$ cat src/rtl/cau_pkg.sv
package cau_pkg;

    localparam int CAU_DATA_WIDTH = 16;
    localparam int CAU_FRAC_BITS  = 8;
    // magnitude width of a product sum, remainder width of the divider
    localparam int CAU_MAG_WIDTH  = 2 * CAU_DATA_WIDTH + 1;
    localparam int CAU_REM_WIDTH  = CAU_MAG_WIDTH + CAU_DATA_WIDTH;

    typedef enum logic [1:0] {
        CMD_ADD = 2'd0,
        CMD_SUB = 2'd1,
        CMD_MUL = 2'd2,
        CMD_DIV = 2'd3
    } cau_cmd_t;

    typedef enum logic [1:0] {
        ST_OK  = 2'd0,
        ST_SAT = 2'd1,
        ST_DZ  = 2'd2
    } cau_status_t;

    typedef struct packed {
        cau_cmd_t                         cmd;
        logic signed [CAU_DATA_WIDTH-1:0] a_re;
        logic signed [CAU_DATA_WIDTH-1:0] a_im;
        logic signed [CAU_DATA_WIDTH-1:0] b_re;
        logic signed [CAU_DATA_WIDTH-1:0] b_im;
    } cau_in_t;

    typedef struct packed {
        logic signed [CAU_DATA_WIDTH-1:0] res_re;
        logic signed [CAU_DATA_WIDTH-1:0] res_im;
        cau_status_t                      status;
    } cau_out_t;

    typedef struct packed {
        logic div;
        logic neg_re;
        logic neg_im;
        logic ovf_re;
        logic ovf_im;
    } cau_ctl_t;

    typedef struct packed {
        logic                      flag;
        logic [CAU_DATA_WIDTH-1:0] val;
    } cau_sat_t;

    function automatic logic [CAU_MAG_WIDTH-1:0] cau_abs(
        input logic signed [CAU_MAG_WIDTH-1:0] x);
        cau_abs = x[CAU_MAG_WIDTH-1] ? CAU_MAG_WIDTH'(-x) : CAU_MAG_WIDTH'(x);
    endfunction

    // Clamp a sign-magnitude value to the signed data range.
    function automatic cau_sat_t cau_sat(input logic neg,
                                         input logic [CAU_MAG_WIDTH-1:0] mag);
        logic [CAU_MAG_WIDTH-1:0] neg_mag;
        logic [CAU_MAG_WIDTH-1:0] pos_max;
        logic [CAU_MAG_WIDTH-1:0] negated;
        cau_sat_t                 r;
        neg_mag = CAU_MAG_WIDTH'(1) << (CAU_DATA_WIDTH - 1);
        pos_max = neg_mag - CAU_MAG_WIDTH'(1);
        negated = CAU_MAG_WIDTH'(0) - mag;
        r.flag  = 1'b0;
        if (neg) begin
            if (mag > neg_mag) begin
                r.flag = 1'b1;
                r.val  = {1'b1, {(CAU_DATA_WIDTH-1){1'b0}}};
            end else begin
                r.val = negated[CAU_DATA_WIDTH-1:0];
            end
        end else begin
            if (mag > pos_max) begin
                r.flag = 1'b1;
                r.val  = {1'b0, {(CAU_DATA_WIDTH-1){1'b1}}};
            end else begin
                r.val = mag[CAU_DATA_WIDTH-1:0];
            end
        end
        cau_sat = r;
    endfunction

endpackage

$ cat src/rtl/cau_cell.sv
module cau_cell import cau_pkg::*; #(
    parameter int SHIFT = 0
) (
    input  logic                     aclk,
    input  logic                     aresetn,
    input  logic                     v_in,
    output logic                     rdy_out,
    input  cau_ctl_t                 ctl_in,
    input  cau_out_t                 res_in,
    input  logic [CAU_REM_WIDTH-1:0] rre_in,
    input  logic [CAU_REM_WIDTH-1:0] rim_in,
    input  logic [CAU_MAG_WIDTH-1:0] d_in,
    input  logic [CAU_DATA_WIDTH-1:0] qre_in,
    input  logic [CAU_DATA_WIDTH-1:0] qim_in,
    output logic                     v_out,
    input  logic                     rdy_in,
    output cau_ctl_t                 ctl_out,
    output cau_out_t                 res_out,
    output logic [CAU_REM_WIDTH-1:0] rre_out,
    output logic [CAU_REM_WIDTH-1:0] rim_out,
    output logic [CAU_MAG_WIDTH-1:0] d_out,
    output logic [CAU_DATA_WIDTH-1:0] qre_out,
    output logic [CAU_DATA_WIDTH-1:0] qim_out
);

    logic                      v_reg;
    cau_ctl_t                  ctl_reg;
    cau_out_t                  res_reg;
    logic [CAU_REM_WIDTH-1:0]  rre_reg, rim_reg, rre_next, rim_next;
    logic [CAU_MAG_WIDTH-1:0]  d_reg;
    logic [CAU_DATA_WIDTH-1:0] qre_reg, qim_reg, qre_next, qim_next;
    logic [CAU_REM_WIDTH-1:0]  dsh;
    logic                      ge_re, ge_im;

    // one restoring step: try the divisor at this bit weight
    always_comb begin
        dsh      = CAU_REM_WIDTH'(d_in) << SHIFT;
        ge_re    = rre_in >= dsh;
        ge_im    = rim_in >= dsh;
        rre_next = ge_re ? rre_in - dsh : rre_in;
        rim_next = ge_im ? rim_in - dsh : rim_in;
        qre_next = {qre_in[CAU_DATA_WIDTH-2:0], ge_re};
        qim_next = {qim_in[CAU_DATA_WIDTH-2:0], ge_im};
    end

    assign rdy_out = !v_reg || rdy_in;

    always_ff @(posedge aclk) begin
        if (!aresetn) begin
            v_reg <= 1'b0;
        end else if (rdy_out) begin
            v_reg <= v_in;
        end
    end

    always_ff @(posedge aclk) begin
        if (rdy_out && v_in) begin
            ctl_reg <= ctl_in;
            res_reg <= res_in;
            rre_reg <= rre_next;
            rim_reg <= rim_next;
            d_reg   <= d_in;
            qre_reg <= qre_next;
            qim_reg <= qim_next;
        end
    end

    assign v_out   = v_reg;
    assign ctl_out = ctl_reg;
    assign res_out = res_reg;
    assign rre_out = rre_reg;
    assign rim_out = rim_reg;
    assign d_out   = d_reg;
    assign qre_out = qre_reg;
    assign qim_out = qim_reg;

endmodule

$ cat config.mk
export PLATFORM = sky130hd
export DESIGN_NAME = cau_cell
export DESIGN_NICKNAME = d
export VERILOG_FILES = /design/src/rtl/cau_pkg.sv /design/src/rtl/cau_cell.sv
export SDC_FILE = /design/constraint.sdc
export NUM_CORES = 1
export LEC_CHECK = 0
export ABC_AREA = 1
export BUFFER_PORTS_ARGS = -buffer_cell sky130_fd_sc_hd__clkbuf_2
export CAP_MARGIN = 0
export CORE_MARGIN = 1
export CORE_UTILIZATION = 54
export DETAILED_ROUTE_END_ITERATION = 10
export PLACE_DENSITY = 0.9
export SYNTH_ARGS = -nofsm -noshare
export SYNTH_HDL_FRONTEND = slang
export SYNTH_SLANG_ARGS = --single-unit
$ cat constraint.sdc
create_clock -name aclk -period 12.8 [get_ports aclk]
set_input_delay 0 -clock aclk [delete_from_list [all_inputs] [get_ports aclk]]
set_output_delay 0 -clock aclk [all_outputs]
set_load 0.005 [all_outputs]
# Yosys cells after proc, flatten, opt, wreduce, memory -nomap -nowiden
# Index checks and enable logic that the tools add are counted.
dict set report totals {
  out_inout_bits 204
  register_bits 203
}
dict set report classes {
  n_lt_le_gt_ge 2
  n_mux 2
  addsub 2
  n_reduce_logical 3
}
# operator n
set ops {}
lappend ops {{49-bit by 33-bit >= comparator with 1-bit output} 2}
lappend ops {{49-bit two-way mux} 2}
lappend ops {{49-bit by 33-bit subtractor with 49-bit output} 2}
lappend ops {{1-bit logical AND} 1}
lappend ops {{1-bit logical NOT} 1}
lappend ops {{1-bit logical OR} 1}

# Logic depth before layout (Yosys ltp)
dict set report depth {
  word_depth 3
  mapped_depth 17
  depth_no_buf 15
}

# Worst setup path after synthesis
# No wires, ideal clock.
dict set report synth_path {
  path_kind {register to register}
  start {register v_reg, in the netlist v_out}
  end {register ctl_reg (netlist bit ctl_out[0]), enable pin}
  setup_ps 830
  t_required_ps 11970
  stages_incl_launch_ff 2
  slack_ps 1918
  synth_period_minus_slack_ps 10882
  arrival_time_ps 10052
  path_buffers 0
  path_cell_list {dfxtp_1 a21oi_1}
}
dict set report synth_between {
  elab_chain_len 3
}
# element line
set synth_rtl {}
lappend synth_rtl {{start, declared} cau_cell.sv:26} ;# logic v_reg;
lappend synth_rtl {{start signal, assigned} cau_cell.sv:52} ;# v_reg <= v_in;
lappend synth_rtl {{1-bit logical NOT} cau_cell.sv:46} ;# assign rdy_out = !v_reg || rdy_in;
lappend synth_rtl {{1-bit logical OR} cau_cell.sv:46}
lappend synth_rtl {{1-bit logical AND} cau_cell.sv:57} ;# if (rdy_out && v_in) begin
lappend synth_rtl {{end signal, assigned} cau_cell.sv:58} ;# ctl_reg <= ctl_in;
lappend synth_rtl {{end, declared} cau_cell.sv:27} ;# cau_ctl_t ctl_reg;
# No other way between the ends.
# A chain may end at the register's enable or synchronous reset.

# Worst setup path in the final report
dict set report layout_path {
  start {input d_in[6]}
  end {register rre_reg[7], in the netlist rre_out[7] (data pin)}
}
dict set report layout_between {
  elab_chain_len 2
}
# element line
set layout_rtl {}
lappend layout_rtl {{start, declared} cau_cell.sv:12} ;# input logic [CAU_MAG_WIDTH-1:0] d_in,
lappend layout_rtl {{49-bit by 33-bit subtractor with 49-bit output / 49-bit by 33-bit >= comparator with 1-bit output (equally long branches)} {cau_cell.sv:40, cau_cell.sv:38}}
lappend layout_rtl {{49-bit two-way mux *} cau_cell.sv:40} ;# rre_next = ge_re ? rre_in - dsh : rre_in;
lappend layout_rtl {{net rre_next[7]} cau_cell.sv:29} ;# logic [CAU_REM_WIDTH-1:0] rre_reg, rim_reg, rre_next, rim_next;
lappend layout_rtl {{end signal, assigned} cau_cell.sv:60} ;# rre_reg <= rre_next;
lappend layout_rtl {{end, declared} cau_cell.sv:29}
# The timed path passes the listed nets; every way through them passes the cells marked *.

==> results.cfg <==
[yosys]
synthTopCellsByCount = nand2_1 (830), inv_1 (435), edfxtp_1 (202)
synth_cells = 2121
synth_top_cell_by_area = edfxtp_1
avgSynthCellArea_um2 = 7.04
synthArstFlopShare_pct = 0
syn_area_um2 = 14900
yosys_most_used_dff = edfxtp_1
synth_seq_area_share_pct = 40.7
synthTopCellsByArea = edfxtp_1 (41%), nand2_1 (21%), inv_1 (11%)
yosysMostFrequentCell = nand2_1
yosys_register_bits = 203
synth_cell_types = 38
synth_fp_nets = 2395
synth-edff-count = 202
yosysWarnings = 0
synth_top_area_share_pct = 40.6

[sta]
period_share_pct = 28.1
final-setup-viol-count = 0
relSlewSlack_pct = 31.4
clock_skew_ns = 0.0129
fin_ws_ns = 9.20
final.min_clock_period_ns = 3.60
worst_pin_slew_ns = 1.03
maxSlewViolCount = 0
setup_tns_ns = 0
fmax_mhz = 278
grt_setup_unrepaired = no
hold_viol_final = 0

[clocking]
path_clk_slew_ns = 0.07
cts_tree = built
cts_setup_buffers = 0
clock_latency_ns = 0.52
htreeDepth = 1
postCtsResizedCells = 0
cts-root-buf = clkbuf_16
cts_max_path_buffers = 3
clkSinkCount = 203
cts_hold_buf = 201
numCtsBuffers = 22

[floorplan]
pin_count = 410
die-area_um2 = 28300
start_util_pct = 55.3
die_w_um = 168
die_y_um = 168
rows = 60
coreArea_um2 = 27000

[grt]
antenna_found_initial = 7
grt_max_degree = 76
grt_pass1_wl_um = 98100
overflow = 0
grt_usage_pct = 46.5
grt_pass1_vias = 17100

[setup_path]
critPathMaxFanout = 64
path_buf_inv = 5
crit_top_cell = nand2_1
crit_slowest_cell = inv_4
critPathRequiredTime_ns = 13.10
path_class = in -> reg
cp.arrival_ns = 3.90
reg2regPathDepth = 3
start_kind = primary input
r2r-start = v_out
crit_chain = dlygate4sd3_1 > clkbuf_2 > inv_1 > ha_1 > nand2_1 > nand2_1 > nand2_1 > nand2_1 > inv_1 > nand3_2 > nand2_1 > nand2_1 > nand2_2 > nand2_2 > inv_4 > nand2_1 > o21ai_1
critPathTopFamily = buffers and inverters
cpPeakStageDelay_ns = 0.67
r2r_end = d_out[19]
end_kind = flop
rrSetupSlack_ns = 10.05

[power_and_ir_drop]
finalPower_uw = 2100
cellPowerDensity_nw_per_um2 = 105
power_leakage_uw = 0.0103
peakVddDrop_v = 0.0000908

[status]
status = finished, final reports clean

[route]
drc = 0
vias = 17300
drt_pre_antenna_iters = 9
wire_per_inst_um = 21.5
routed_wl_um = 66700
vias_per_cell = 5.58
ant_nets = 0
first_iter_violations = 2200

[cells_and_area]
nNetsFinal = 3014
synthToLayoutAreaGrowth_pct = 34.3
fillers = 1966
design_area_um2 = 20100
final_util_pct = 74.3
drive_gt1_share_pct = 19.4

[flow_run]
drv_cap = 0

[worst_hold_path]
holdPathEnd = res_out[5]
hold_path.class = in -> reg
min_delay_path_depth = 3
min_from = rdy_in

[placement]
postPlaceCellArea_um2 = 17300
routabilityCongestion = 0.994
port_buffers = 407
post-place-ws_ns = 9.70
dpl.hpwl_um = 46300
kinds of logic after synthesis:
logic type      share of synthesized area, %
simple gates                            34.6
xor+xnor                                2.23
fa+ha+maj                               5.80
flops                                   40.7
buf+inv                                 12.3
compound gates                          4.30
through the flow:
| stage | cells | hold slack, ns |
|---|---|---|
| floorplan | 2121 | 0.0961 |
| global placement | 2855 | 0.177 |
| detailed placement | 2855 | 0.179 |
| CTS | 3096 | 0.00626 |
| global route | 3099 | 0.0240 |
| finish | 3102 | 0.00259 |
cells in the final DEF, fill, tap and decap left out, drive strengths merged, types with 3 or more instances in the layout:
| cell type | count |
|---|---|
| and2 | 6 |
| nand3b | 9 |
| or2 | 7 |
| o21ai | 39 |
| clkbuf | 434 |
| nand2 | 852 |
| nor3 | 14 |
| xnor2 | 31 |
| nor2 | 184 |
| bufinv | 3 |
| diode | 5 |
| dlygate4sd3 | 202 |
| buf | 3 |
| a21oi | 69 |
| edfxtp | 202 |
| clkinv | 8 |
| nand4 | 39 |
| xor2 | 7 |
| nand3 | 125 |
| inv | 446 |
| ha | 66 |
where the power goes:
part	switching, uW	internal, uW	leakage (uW)
clock	295	397	0.000367
combinational	365	211	0.00802
sequential	24.9	805	0.00196
total	685	1410	0.0103
cell type report:
cell class	count	area (um^2)	share of cell area (%)
Clock inverter	13	159	0.792
Sequential cell	203	6090	30.3
Clock buffer	27	601	2.99
Multi-Input combinational cell	1455	7020	35.0
Timing Repair Buffer	612	4080	20.3
Antenna cell	5	12.5	0.0624
Inverter	446	1680	8.37
Tap cell	341	427	2.13
tightest hold or removal path, stage by stage:
cell and delay, ns:
clkbuf_2 0.08, inv_1 0.10, a21oi_4 0.16
flip-flops by register name, summed over array words and instances, names as in the netlist:
register and flops:
rim_out 49, qre_out 16, ctl_out 5, v_out 1, qim_out 16, rre_out 49, res_out 34, d_out 33
metal layers:
metal	track usage (%)	share of wire [%]
met5	0	0.018
met4	44.0	11
met3	13.0	11
met2	77.8	46
met1	46.8	32
worst max-delay path by stage:
| stage | slack [ns] | cells past startpoint | endpoint | startpoint |
|---|---|---|---|---|
| 2_1_floorplan | 1.92 | 1 | ctl_out[0] | v_out |
| 3_3_place_gp | 9.68 | 15 | rre_out[35] | d_in[32] |
| 3_5_place_dp | 9.70 | 15 | rre_out[35] | d_in[32] |
| 4_1_cts | 9.70 | 16 | rre_out[35] | d_in[32] |
| 5_1_grt | 9.12 | 17 | rre_out[7] | d_in[6] |
| 6_report | 9.20 | 17 | rre_out[7] | d_in[6] |
Note: power is estimated with default switching activity, not from simulation.
